### src/rtl/periodic_task_timer_table_core_assert.svh
// Assertion macros used by the timer table RTL.
// Each macro expects signals named clk and rst_n in the enclosing module.
`ifndef PERIODIC_TASK_TIMER_TABLE_CORE_ASSERT_SVH
`define PERIODIC_TASK_TIMER_TABLE_CORE_ASSERT_SVH

// Same-cycle implication.
`define PTT_ASSERT_IMP(lbl, ante, cons) \
    lbl: assert property (@(posedge clk) disable iff (!rst_n) (ante) |-> (cons)) \
        else $error("timer table check failed");

// Next-cycle implication.
`define PTT_ASSERT_NXT(lbl, ante, cons) \
    lbl: assert property (@(posedge clk) disable iff (!rst_n) (ante) |=> (cons)) \
        else $error("timer table check failed");

`endif

### src/rtl/ptt_pkg.sv
package ptt_pkg;

    localparam int MAX_ENTRIES = 16;
    localparam int TIME_WIDTH  = 16;
    localparam int IDX_W       = (MAX_ENTRIES > 1) ? $clog2(MAX_ENTRIES) : 1;
    localparam int CNT_W       = $clog2(MAX_ENTRIES + 1);

    typedef enum logic [1:0] {
        OP_LOAD    = 2'd0,
        OP_TICK    = 2'd1,
        OP_CONTROL = 2'd2,
        OP_PROCESS = 2'd3
    } op_t;

    typedef enum logic [1:0] {
        KIND_ACK      = 2'd0,
        KIND_DISPATCH = 2'd1,
        KIND_NONE     = 2'd2
    } kind_t;

    typedef enum logic [1:0] {
        ST_IDLE,
        ST_SWEEP,
        ST_FINISH
    } state_t;

    typedef struct packed {
        logic [15:0]           id;
        logic [TIME_WIDTH-1:0] period;
        logic [TIME_WIDTH-1:0] countdown;
    } entry_t;

    localparam int ENTRY_W = $bits(entry_t);

    typedef struct packed {
        logic             wr_en;
        logic [IDX_W-1:0] wr_addr;
        entry_t           wr_data;
        logic             rd_en;
        logic [IDX_W-1:0] rd_addr;
    } ram_req_t;

endpackage

### src/rtl/ptt_ram.sv
module ptt_ram #(
    parameter int WIDTH = 8,
    parameter int DEPTH = 16
) (
    input  logic                                      clk,
    input  logic                                      wr_en,
    input  logic [((DEPTH > 1) ? $clog2(DEPTH) : 1)-1:0] wr_addr,
    input  logic [WIDTH-1:0]                          wr_data,
    input  logic                                      rd_en,
    input  logic [((DEPTH > 1) ? $clog2(DEPTH) : 1)-1:0] rd_addr,
    output logic [WIDTH-1:0]                          rd_data
);

    logic [WIDTH-1:0] mem [DEPTH];
    logic [WIDTH-1:0] rd_data_reg;

    always_ff @(posedge clk)
    begin
        if (wr_en)
        begin
            mem[wr_addr] <= wr_data;
        end
        if (rd_en)
        begin
            rd_data_reg <= mem[rd_addr];
        end
    end

    assign rd_data = rd_data_reg;

endmodule

### src/rtl/ptt_engine.sv
`include "periodic_task_timer_table_core_assert.svh"

module ptt_engine (
    input  logic                  clk,
    input  logic                  rst_n,
    input  logic [4:0]            active_entries,
    input  logic                  in_valid,
    output logic                  in_stall,
    input  logic [1:0]            operation,
    input  logic [3:0]            entry_index,
    input  logic [15:0]           entry_id,
    input  logic [15:0]           period,
    input  logic                  enable,
    input  logic                  has_handler,
    output logic                  out_valid,
    input  logic                  out_stall,
    output logic [1:0]            kind,
    output logic [3:0]            slot,
    output logic [15:0]           task_id,
    output logic                  last,
    output ptt_pkg::ram_req_t     ram_req,
    input  logic [ptt_pkg::ENTRY_W-1:0] ram_rd_data
);

    import ptt_pkg::*;

    state_t                  state_reg;
    state_t                  state_next;
    op_t                     op_reg;
    logic [15:0]             tid_reg;
    logic                    en_reg;
    logic [CNT_W-1:0]        n_reg;
    logic [CNT_W-1:0]        rd_cnt_reg;
    logic                    s1_valid_reg;
    logic [IDX_W-1:0]        s1_idx_reg;
    logic [MAX_ENTRIES-1:0]  enabled_reg;
    logic [MAX_ENTRIES-1:0]  ready_reg;
    logic [MAX_ENTRIES-1:0]  handler_reg;
    logic [MAX_ENTRIES-1:0]  cd_valid_reg;
    logic                    pend_valid_reg;
    logic [3:0]              pend_slot_reg;
    logic [15:0]             pend_id_reg;
    logic                    out_valid_reg;
    kind_t                   out_kind_reg;
    logic [3:0]              out_slot_reg;
    logic [15:0]             out_id_reg;
    logic                    out_last_reg;

    op_t                     in_op;
    logic                    accept;
    logic                    load_write;
    logic                    out_free;
    entry_t                  ent;
    logic                    hit_dispatch;
    logic                    need_push;
    logic                    s1_go;
    logic                    issue;
    logic                    sweep_done;
    logic                    finish_go;
    logic [CNT_W-1:0]        n_in;
    logic                    tick_write;
    logic [TIME_WIDTH-1:0]   cd_cur;
    logic                    cd_expired;
    logic [TIME_WIDTH-1:0]   cd_new;

    assign in_op      = op_t'(operation);
    assign accept     = in_valid && (state_reg == ST_IDLE);
    assign in_stall   = (state_reg != ST_IDLE);
    assign load_write = accept && (in_op == OP_LOAD) && (32'(entry_index) < MAX_ENTRIES);
    assign out_free   = !out_valid_reg || !out_stall;
    assign ent        = entry_t'(ram_rd_data);

    assign n_in = (32'(active_entries) > MAX_ENTRIES) ? CNT_W'(MAX_ENTRIES)
                                                       : CNT_W'(active_entries);

    assign hit_dispatch = s1_valid_reg && (op_reg == OP_PROCESS)
                          && ready_reg[s1_idx_reg] && handler_reg[s1_idx_reg];
    assign need_push    = hit_dispatch && pend_valid_reg;
    assign s1_go        = s1_valid_reg && (!need_push || out_free);
    assign issue        = (state_reg == ST_SWEEP) && (rd_cnt_reg < n_reg)
                          && (!s1_valid_reg || s1_go);
    assign sweep_done   = (state_reg == ST_SWEEP) && (rd_cnt_reg == n_reg)
                          && (!s1_valid_reg || s1_go);
    assign finish_go    = (state_reg == ST_FINISH) && out_free;

    assign cd_cur     = cd_valid_reg[s1_idx_reg] ? ent.countdown : '0;
    assign cd_expired = (cd_cur <= TIME_WIDTH'(1));
    assign cd_new     = (cd_expired ? ent.period : cd_cur) - TIME_WIDTH'(1);
    assign tick_write = s1_go && (op_reg == OP_TICK) && enabled_reg[s1_idx_reg];

    always_comb
    begin
        ram_req = '0;
        ram_req.rd_en   = issue;
        ram_req.rd_addr = rd_cnt_reg[IDX_W-1:0];
        if (load_write)
        begin
            ram_req.wr_en             = 1'b1;
            ram_req.wr_addr           = IDX_W'(entry_index);
            ram_req.wr_data.id        = entry_id;
            ram_req.wr_data.period    = TIME_WIDTH'(period);
            ram_req.wr_data.countdown = '0;
        end
        else if (tick_write)
        begin
            ram_req.wr_en             = 1'b1;
            ram_req.wr_addr           = s1_idx_reg;
            ram_req.wr_data.id        = ent.id;
            ram_req.wr_data.period    = ent.period;
            ram_req.wr_data.countdown = cd_new;
        end
    end

    always_comb
    begin
        state_next = state_reg;
        case (state_reg)
            ST_IDLE:
            begin
                if (accept)
                begin
                    if ((in_op == OP_LOAD) || (n_in == '0))
                    begin
                        state_next = ST_FINISH;
                    end
                    else
                    begin
                        state_next = ST_SWEEP;
                    end
                end
            end
            ST_SWEEP:
            begin
                if (sweep_done)
                begin
                    state_next = ST_FINISH;
                end
            end
            ST_FINISH:
            begin
                if (finish_go)
                begin
                    state_next = ST_IDLE;
                end
            end
            default:
            begin
                state_next = ST_IDLE;
            end
        endcase
    end

    always_ff @(posedge clk or negedge rst_n)
    begin
        if (!rst_n)
        begin
            state_reg <= ST_IDLE;
        end
        else
        begin
            state_reg <= state_next;
        end
    end

    always_ff @(posedge clk or negedge rst_n)
    begin
        if (!rst_n)
        begin
            op_reg         <= OP_LOAD;
            tid_reg        <= '0;
            en_reg         <= 1'b0;
            n_reg          <= '0;
            rd_cnt_reg     <= '0;
            s1_valid_reg   <= 1'b0;
            s1_idx_reg     <= '0;
            enabled_reg    <= '0;
            ready_reg      <= '0;
            handler_reg    <= '0;
            cd_valid_reg   <= '0;
            pend_valid_reg <= 1'b0;
            out_valid_reg  <= 1'b0;
        end
        else
        begin
            if (accept)
            begin
                op_reg     <= in_op;
                tid_reg    <= entry_id;
                en_reg     <= enable;
                n_reg      <= n_in;
                rd_cnt_reg <= '0;
            end
            if (load_write)
            begin
                enabled_reg[IDX_W'(entry_index)]  <= enable;
                handler_reg[IDX_W'(entry_index)]  <= has_handler;
                ready_reg[IDX_W'(entry_index)]    <= 1'b0;
                cd_valid_reg[IDX_W'(entry_index)] <= 1'b1;
            end

            if (issue)
            begin
                rd_cnt_reg   <= rd_cnt_reg + CNT_W'(1);
                s1_idx_reg   <= rd_cnt_reg[IDX_W-1:0];
                s1_valid_reg <= 1'b1;
            end
            else if (s1_go)
            begin
                s1_valid_reg <= 1'b0;
            end

            if (tick_write)
            begin
                cd_valid_reg[s1_idx_reg] <= 1'b1;
                if (cd_expired)
                begin
                    ready_reg[s1_idx_reg] <= 1'b1;
                end
            end
            if (s1_go && (op_reg == OP_CONTROL) && (ent.id == tid_reg))
            begin
                enabled_reg[s1_idx_reg] <= en_reg;
            end
            if (s1_go && (op_reg == OP_PROCESS))
            begin
                ready_reg[s1_idx_reg] <= 1'b0;
            end

            if (s1_go && hit_dispatch)
            begin
                pend_valid_reg <= 1'b1;
            end
            else if (finish_go)
            begin
                pend_valid_reg <= 1'b0;
            end

            if ((s1_go && need_push) || finish_go)
            begin
                out_valid_reg <= 1'b1;
            end
            else if (!out_stall)
            begin
                out_valid_reg <= 1'b0;
            end
        end
    end

    always_ff @(posedge clk)
    begin
        if (s1_go && hit_dispatch)
        begin
            pend_slot_reg <= 4'(s1_idx_reg);
            pend_id_reg   <= ent.id;
        end
        if (s1_go && need_push)
        begin
            out_kind_reg <= KIND_DISPATCH;
            out_slot_reg <= pend_slot_reg;
            out_id_reg   <= pend_id_reg;
            out_last_reg <= 1'b0;
        end
        else if (finish_go)
        begin
            out_last_reg <= 1'b1;
            if ((op_reg == OP_PROCESS) && pend_valid_reg)
            begin
                out_kind_reg <= KIND_DISPATCH;
                out_slot_reg <= pend_slot_reg;
                out_id_reg   <= pend_id_reg;
            end
            else
            begin
                out_kind_reg <= (op_reg == OP_PROCESS) ? KIND_NONE : KIND_ACK;
                out_slot_reg <= '0;
                out_id_reg   <= '0;
            end
        end
    end

    assign out_valid = out_valid_reg;
    assign kind      = out_kind_reg;
    assign slot      = out_slot_reg;
    assign task_id   = out_id_reg;
    assign last      = out_last_reg;

    `PTT_ASSERT_IMP(a_no_rw_same_entry, ram_req.wr_en && ram_req.rd_en, ram_req.wr_addr != ram_req.rd_addr)
    `PTT_ASSERT_IMP(a_pend_only_process, pend_valid_reg, op_reg == OP_PROCESS)
    `PTT_ASSERT_IMP(a_s1_only_in_sweep, s1_valid_reg, state_reg == ST_SWEEP)
    `PTT_ASSERT_NXT(a_accept_blocks_next, in_valid && !in_stall, in_stall)

endmodule

### src/rtl/periodic_task_timer_table_core.sv
// Periodic task timer table.
// Commands enter on the input channel (in_valid, in_stall, payload ports) and
// results leave on the output channel (out_valid, out_stall, payload ports).
// A transfer happens at a rising edge where valid is high and stall is low.
// Load writes one table slot and offers one acknowledge from the finish state.
// Tick, control and process sweep the N entries in use through the entry
// memory, one read per cycle while the sweep does not stall, then offer the
// final result; N is set by the active_entries register (byte address 0 of the
// APB port). Process gives one dispatch result per ready entry with a handler,
// with last on the final one, or one nothing-ready result.
// Only one command is worked on at a time; the next one is taken in the cycle
// after the final result has moved into the output register, even if it is
// still waiting. When the receiver stalls, the output register holds its
// result and a process sweep pauses until the register frees up. Reset
// clears the register, the marks and all countdowns; ids and periods are
// undefined until loaded. No clearing pass is needed after reset.
module periodic_task_timer_table_core (
    input  logic        clk,
    input  logic        rst_n,
    input  logic        psel,
    input  logic        penable,
    input  logic        pwrite,
    input  logic [1:0]  paddr,
    input  logic [31:0] pwdata,
    output logic [31:0] prdata,
    output logic        pready,
    input  logic        in_valid,
    output logic        in_stall,
    input  logic [1:0]  operation,
    input  logic [3:0]  entry_index,
    input  logic [15:0] entry_id,
    input  logic [15:0] period,
    input  logic        enable,
    input  logic        has_handler,
    output logic        out_valid,
    input  logic        out_stall,
    output logic [1:0]  kind,
    output logic [3:0]  slot,
    output logic [15:0] task_id,
    output logic        last
);

    import ptt_pkg::*;

    logic [4:0]         active_reg;
    logic               cfg_write;
    ram_req_t           ram_req;
    logic [ENTRY_W-1:0] ram_rd_data;

    assign pready    = 1'b1;
    assign cfg_write = psel && penable && pwrite && pready && (paddr == 2'd0);

    always_ff @(posedge clk or negedge rst_n)
    begin
        if (!rst_n)
        begin
            active_reg <= '0;
        end
        else if (cfg_write)
        begin
            active_reg <= pwdata[4:0];
        end
    end

    assign prdata = {27'd0, active_reg};

    ptt_ram #(
        .WIDTH (ENTRY_W),
        .DEPTH (MAX_ENTRIES)
    ) u_entry_ram (
        .clk     (clk),
        .wr_en   (ram_req.wr_en),
        .wr_addr (ram_req.wr_addr),
        .wr_data (ram_req.wr_data),
        .rd_en   (ram_req.rd_en),
        .rd_addr (ram_req.rd_addr),
        .rd_data (ram_rd_data)
    );

    ptt_engine u_engine (
        .clk            (clk),
        .rst_n          (rst_n),
        .active_entries (active_reg),
        .in_valid       (in_valid),
        .in_stall       (in_stall),
        .operation      (operation),
        .entry_index    (entry_index),
        .entry_id       (entry_id),
        .period         (period),
        .enable         (enable),
        .has_handler    (has_handler),
        .out_valid      (out_valid),
        .out_stall      (out_stall),
        .kind           (kind),
        .slot           (slot),
        .task_id        (task_id),
        .last           (last),
        .ram_req        (ram_req),
        .ram_rd_data    (ram_rd_data)
    );

endmodule

### config.mk
export PLATFORM = sky130hd
export DESIGN_NAME = periodic_task_timer_table_core
export DESIGN_NICKNAME = d
export VERILOG_FILES = /design/src/rtl/ptt_pkg.sv /design/src/rtl/ptt_ram.sv /design/src/rtl/ptt_engine.sv /design/src/rtl/periodic_task_timer_table_core.sv
export VERILOG_INCLUDE_DIRS = /design/src /design/src/rtl
export SDC_FILE = /design/constraint.sdc
export NUM_CORES = 1
export LEC_CHECK = 0
export BUFFER_PORTS_ARGS = -buffer_cell sky130_fd_sc_hd__buf_2
export CAP_MARGIN = 30
export CORE_MARGIN = 8
export CORE_UTILIZATION = 29
export DETAILED_ROUTE_END_ITERATION = 16
export PLACE_DENSITY = 0.46
export SYNTH_ARGS = -nofsm -noshare
export SYNTH_HDL_FRONTEND = slang
export SYNTH_HIERARCHICAL = 1
export SYNTH_SLANG_ARGS = --single-unit
### constraint.sdc
create_clock -name clk -period 6.2 [get_ports clk]
set_input_delay 0.93 -clock clk [delete_from_list [all_inputs] [get_ports clk]]
set_output_delay 0.93 -clock clk [all_outputs]
set_load 0.03 [all_outputs]
## After elaboration in Yosys (flattened, before gate mapping)

Memories as Yosys holds them, arrays and structs flattened. A register that Yosys moved wholly into a read port is not among the register bits.
Cells that the tools add are included.

- RAM bits: 768
- Output and inout port bits: 58
- Memories kept: 1
- Bits in registers: 150
- Input port bits: 81

- Mux-type cells: 51
- Magnitude comparators: 7
- Reductions and logical operators: 44
- Equal/unequal tests: 11
- Add/sub/neg operators: 2
- Bitwise logic cells: 7

Memory list:

| name | words | bits a word | rd ports | clocked after memory_dff | write ports | RTL line | RTL |
|---|---|---|---|---|---|---|---|
| u_entry_ram.mem | 16 | 48 | 1 | 1 | 1 | ptt_ram.sv:14 | `logic [WIDTH-1:0] mem [DEPTH];` |

Operator list:

| operator | count |
|---|---|
| two-way mux 16 bit | 13 |
| two-way mux 53 bit | 2 |
| bitwise mux 16 bit | 3 |
| OR 16 bit | 3 |
| bitwise AND 16 bit | 2 |
| inverter 16 bit | 2 |
| logical AND 1 bit | 25 |
| binary-select mux 1 bit (select 4 bit) | 4 |
| == test 16 bit | 1 |
| <= comparator 16 x 1 -> 1 bit (second input constant) | 1 |
| subtractor 16 x 1 -> 16 bit (second input constant) | 1 |
| two-way mux 5 bit | 3 |
| two-way mux 1 bit | 14 |
| two-way mux 2 bit | 6 |
| two-way mux 4 bit | 3 |
| < comparator 4 x 5 -> 1 bit (second input constant) | 2 |
| nonzero test 2 bit | 5 |
| demux 1 bit (select 4 bit) | 2 |
| greater-or-equal comparator 4 x 1 -> 1 bit (second input constant) | 2 |
| != test 2 x 1 -> 1 bit (second input constant) | 4 |
| == test 2 bit (second input constant) | 3 |
| logical NOT 2 bit | 3 |
| one-hot mux 2 bit (3 select lines) | 1 |
| adder 5 x 1 -> 5 bit (second input constant) | 1 |
| 8 further kinds | 16 |

## Depth between registers and ports, before layout

- Depth in word-level cells: 14
- Mapped depth: 15
- Gate-level depth less buffers: 11

## Modules after synthesis

The synthesis kept the hierarchy.

Modules (own cells, without submodules):

| module | area an instance (um2) | times used | cells an instance | seq. area each (um2) |
|---|---|---|---|---|
| ptt_ram | 30175.2 | 1 | 1242 | 24503.5 |
| ptt_engine | 8209.1 | 1 | 809 | 3813.7 |
| periodic_task_timer_table_core | 426.7 | 1 | 42 | 125.1 |

## Worst setup path before layout

OpenSTA, ideal clock, no wires.

- Kind: register to register
- Start point: register u_engine.s1_idx_reg[1]
- End point: memory u_entry_ram/mem[0][0] in the netlist's numbering (enable)
- Setup slack: -0.378 ns
- Buffers on the path: 4
- Arrival time: 6.065 ns
- Cell stages (with the launch flop): 11
- Clock period less this slack: 6.578 ns
- Path through: dfrtp_1 buf_6 buf_6 mux4_2 mux4_2 nand4b_1 buf_2 clkbuf_1 o21ai_0 or3b_2 nor3_1

RTL lines:

| element | RTL line | RTL |
|---|---|---|
| from (decl) | ptt_engine.sv:35 | `logic [IDX_W-1:0] s1_idx_reg;` |
| from (signal assigned) | ptt_engine.sv:204 | `s1_idx_reg <= rd_cnt_reg[IDX_W-1:0];` |
| to (decl) | ptt_ram.sv:14 |  |

==> impl_metrics.ini <==
[yosys]
synth_top_area_share_pct = 66.2
synth.avg_cell_area_um2 = 18.5
yosys_warnings = 6
yosysMostFrequentCell = edfxtp_1
synth_enable_flop_cells = 856
syn_area_mm2 = 0.0388
ys.flop_type = edfxtp_1
synthTopCellsByArea = edfxtp_1 (66%), mux4_2 (12%), dfrtp_1 (6.9%)
yosys-top-cells-count = edfxtp_1 (856), mux4_2 (204), nand2_1 (185)
syn_inst = 2093
synth.largest_area_cell = edfxtp_1
synthArstFlopShare_pct = 11.1
synth.distinct_cells = 81
yosysSeqAreaShare_pct = 73.3
ys_seq_elements = 966

[sta]
final-setup-viol-count = 0
slew_viol_final = 0
timing.final.crit_share_pct = 79.9
slew_headroom_pct = 32.6
period_needed_ns = 4.95
max_clock_freq_mhz = 202
final_hold_viol_count = 0
finalSetupTns_ns = 0
rsz0062_at_grt = no
tightestPinTransition_ns = 1.01
holdWs_ns = 0.0709
fin_skew_ns = 0.0335

[drt]
routed_wl_um = 96000
drt_iter0_drc = 1510
ant_nets = 0
wl_per_cell_um = 23.3
dr.pass1.iters = 5
drc = 0
dr_total_vias = 19900
viasPerCell = 4.83

[clock_tree]
path_clk_slew_ns = 0.06
cts_tree = done
cts_buffer_depth = 3
htree_levels = 3
clk_latency_ns = 0.67
root_buffer = clkbuf_16
numCtsBuffers = 102
cts_resized = 0
clock_sinks = 966
hold_buffers = 0
cts_setup_buffers = 0

[worst_setup_path]
r2r_end = u_entry_ram/mem[11][6]
startpoint_type = flip-flop
r2r_slack_ns = 1.25
worstSetupPathType = reg -> reg
endpoint_kind = flip-flop
critPathTopFamily = simple AND/OR/NAND/NOR gates
slowest_delay_ns = 0.73
critical_path_arrival_ns = 5.26
path_max_fanout = 17
crit_buf_inv = 2
rr_worst_depth = 12
worstPathRequired_ns = 6.51
crit_chain = buf_4 -> mux4_2 -> mux2i_4 -> nand2_2 -> nand3_2 -> mux2i_1 -> ha_1 -> inv_1 -> a31oi_1 -> o2111ai_1 -> xnor2_1 -> nor2_1
reg2reg_from = u_engine/s1_idx_reg[1]
slowest_stage = dfrtp_1

[floorplan]
ios = 139
core_mm2 = 0.133
rows = 134
start_util_pct = 29.2
fp.dieArea_mm2 = 0.146
dieHeight_um = 382
die_w_um = 382

[power]
seqPwrFrac_pct = 45.0
peakVddDrop_mv = 0.290
switching_share_pct = 27.6
pwr-share-clk_pct = 35.9
switchingPower_mw = 4.92
pwr-share-comb_pct = 19.1
power_density_mw_per_mm2 = 391
leakage_nw = 14.8
p_int_mw = 12.9

[global_route]
grt_usage_pct = 12.9
grt_antenna_before_repair = 5
gr-total-overflow = 0
grt_pass1_vias = 21400
grt_max_degree = 107
grt_pass1_wl_um = 143000

[run_status]
status = finished clean

[run]
cap_violations = 0

[finish]
nNetsFinal = 2346
drive_gt1_share_pct = 28.9
num-fill-cells = 12700
largest_reg_flops = 768
areaGrowthSynthToFinish_pct = 17.2
fin_cells = 4119
final_core_util_pct = 34.2

[place]
place_inst = 3916
hpwl_um = 53100
gp_congestion = 0.757
port_buffers = 83

[min_path]
hold_path_class = in -> async
## stage by stage
stage	power [mW]	worst slack, ns	cell area (µm²)
finish	17.8	1.25	45500
global route	18.6	0.956	45500
CTS	18.0	1.31	45400
detailed placement	11.6	1.35	41800
global placement	11.5	1.44	41800
floorplan	10.5	0.772	38900
## worst max path at each step
stage	from	endpoint	slack [ns]	cells past startpoint
finish	u_engine/s1_idx_reg[1]	u_entry_ram/mem[11][6]	1.25	12
detailed placement	u_engine/s1_idx_reg[1]	u_entry_ram/mem[6][25]	1.35	9
global placement	u_engine/s1_idx_reg[1]	u_entry_ram/mem[6][25]	1.44	9
floorplan	in_valid	u_entry_ram/mem[15][0]	0.77	9
global route	u_engine/s1_idx_reg[1]	u_entry_ram/mem[5][6]	0.96	11
CTS	u_engine/s1_idx_reg[1]	u_entry_ram/mem[6][15]	1.31	9
## routing by layer
layer	vias to the layer above	global-route usage [%]	share of wire, %
met5	-	0	0
met1	10600	17.9	46
met2	461	21.2	48
met3	127	1.87	4.4
li1	8698	-	-
met4	0	3.27	2.1
## final cells by class
type | instances | area (µm²) | share of cell area [%]
Multi-Input combinational cell | 999 | 9820 | 21.6
Clock buffer | 124 | 2730 | 6.00
Timing Repair Buffer | 178 | 1390 | 3.05
Sequential cell | 966 | 28400 | 62.6
Inverter | 11 | 41.3 | 0.0908
Clock inverter | 70 | 831 | 1.83
Tap cell | 1768 | 2210 | 4.86
Antenna cell | 3 | 7.51 | 0.0165
## power groups by stage
stage	combinational (mW)	clock, mW	sequential (mW)
floorplan	2.57	0	7.96
global placement	3.36	0	8.15
detailed placement	3.41	0	8.16
CTS	3.42	6.57	8.03
global route	3.70	6.81	8.07
finish	3.39	6.39	8.01
## cells by family (layout without fill, tap and decap cells)
group | Yosys count | count (layout) | synth area share, %
xor+xnor | 20 | 20 | 0.451
fa+ha+maj | 7 | 7 | 0.226
buf+inv | 154 | 383 | 2.12
compound gates | 255 | 255 | 4.52
simple gates | 396 | 396 | 4.95
flops | 966 | 966 | 73.3
mux | 293 | 293 | 14.4
other cells | 2 | 31 | 0.0194
## cells in the final DEF (no fill, tap or decap), types with 9 or more instances in the layout
cell,Yosys,final
nand2b_1,12,12
dfrtp_1,107,105
conb_1,2,28
buf_2,16,83
buf_4,51,76
clkbuf_1,59,16
o21ai_0,62,59
inv_1,11,11
a22oi_1,119,119
xor2_1,12,12
nor2_4,0,13
nor3_1,22,17
nand3_1,20,20
edfxtp_1,856,856
a21oi_1,30,30
nand2_1,185,185
mux2_2,75,75
and2_1,26,25
nor2_1,65,52
mux4_2,204,204
clkinv_1,0,16
buf_12,0,16
bufinv_16,0,16
mux2i_1,9,9
clkbuf_16,0,105
clkinvlp_4,0,9
clkinv_2,0,22
No activity file was read; power rests on OpenSTA's default activity.
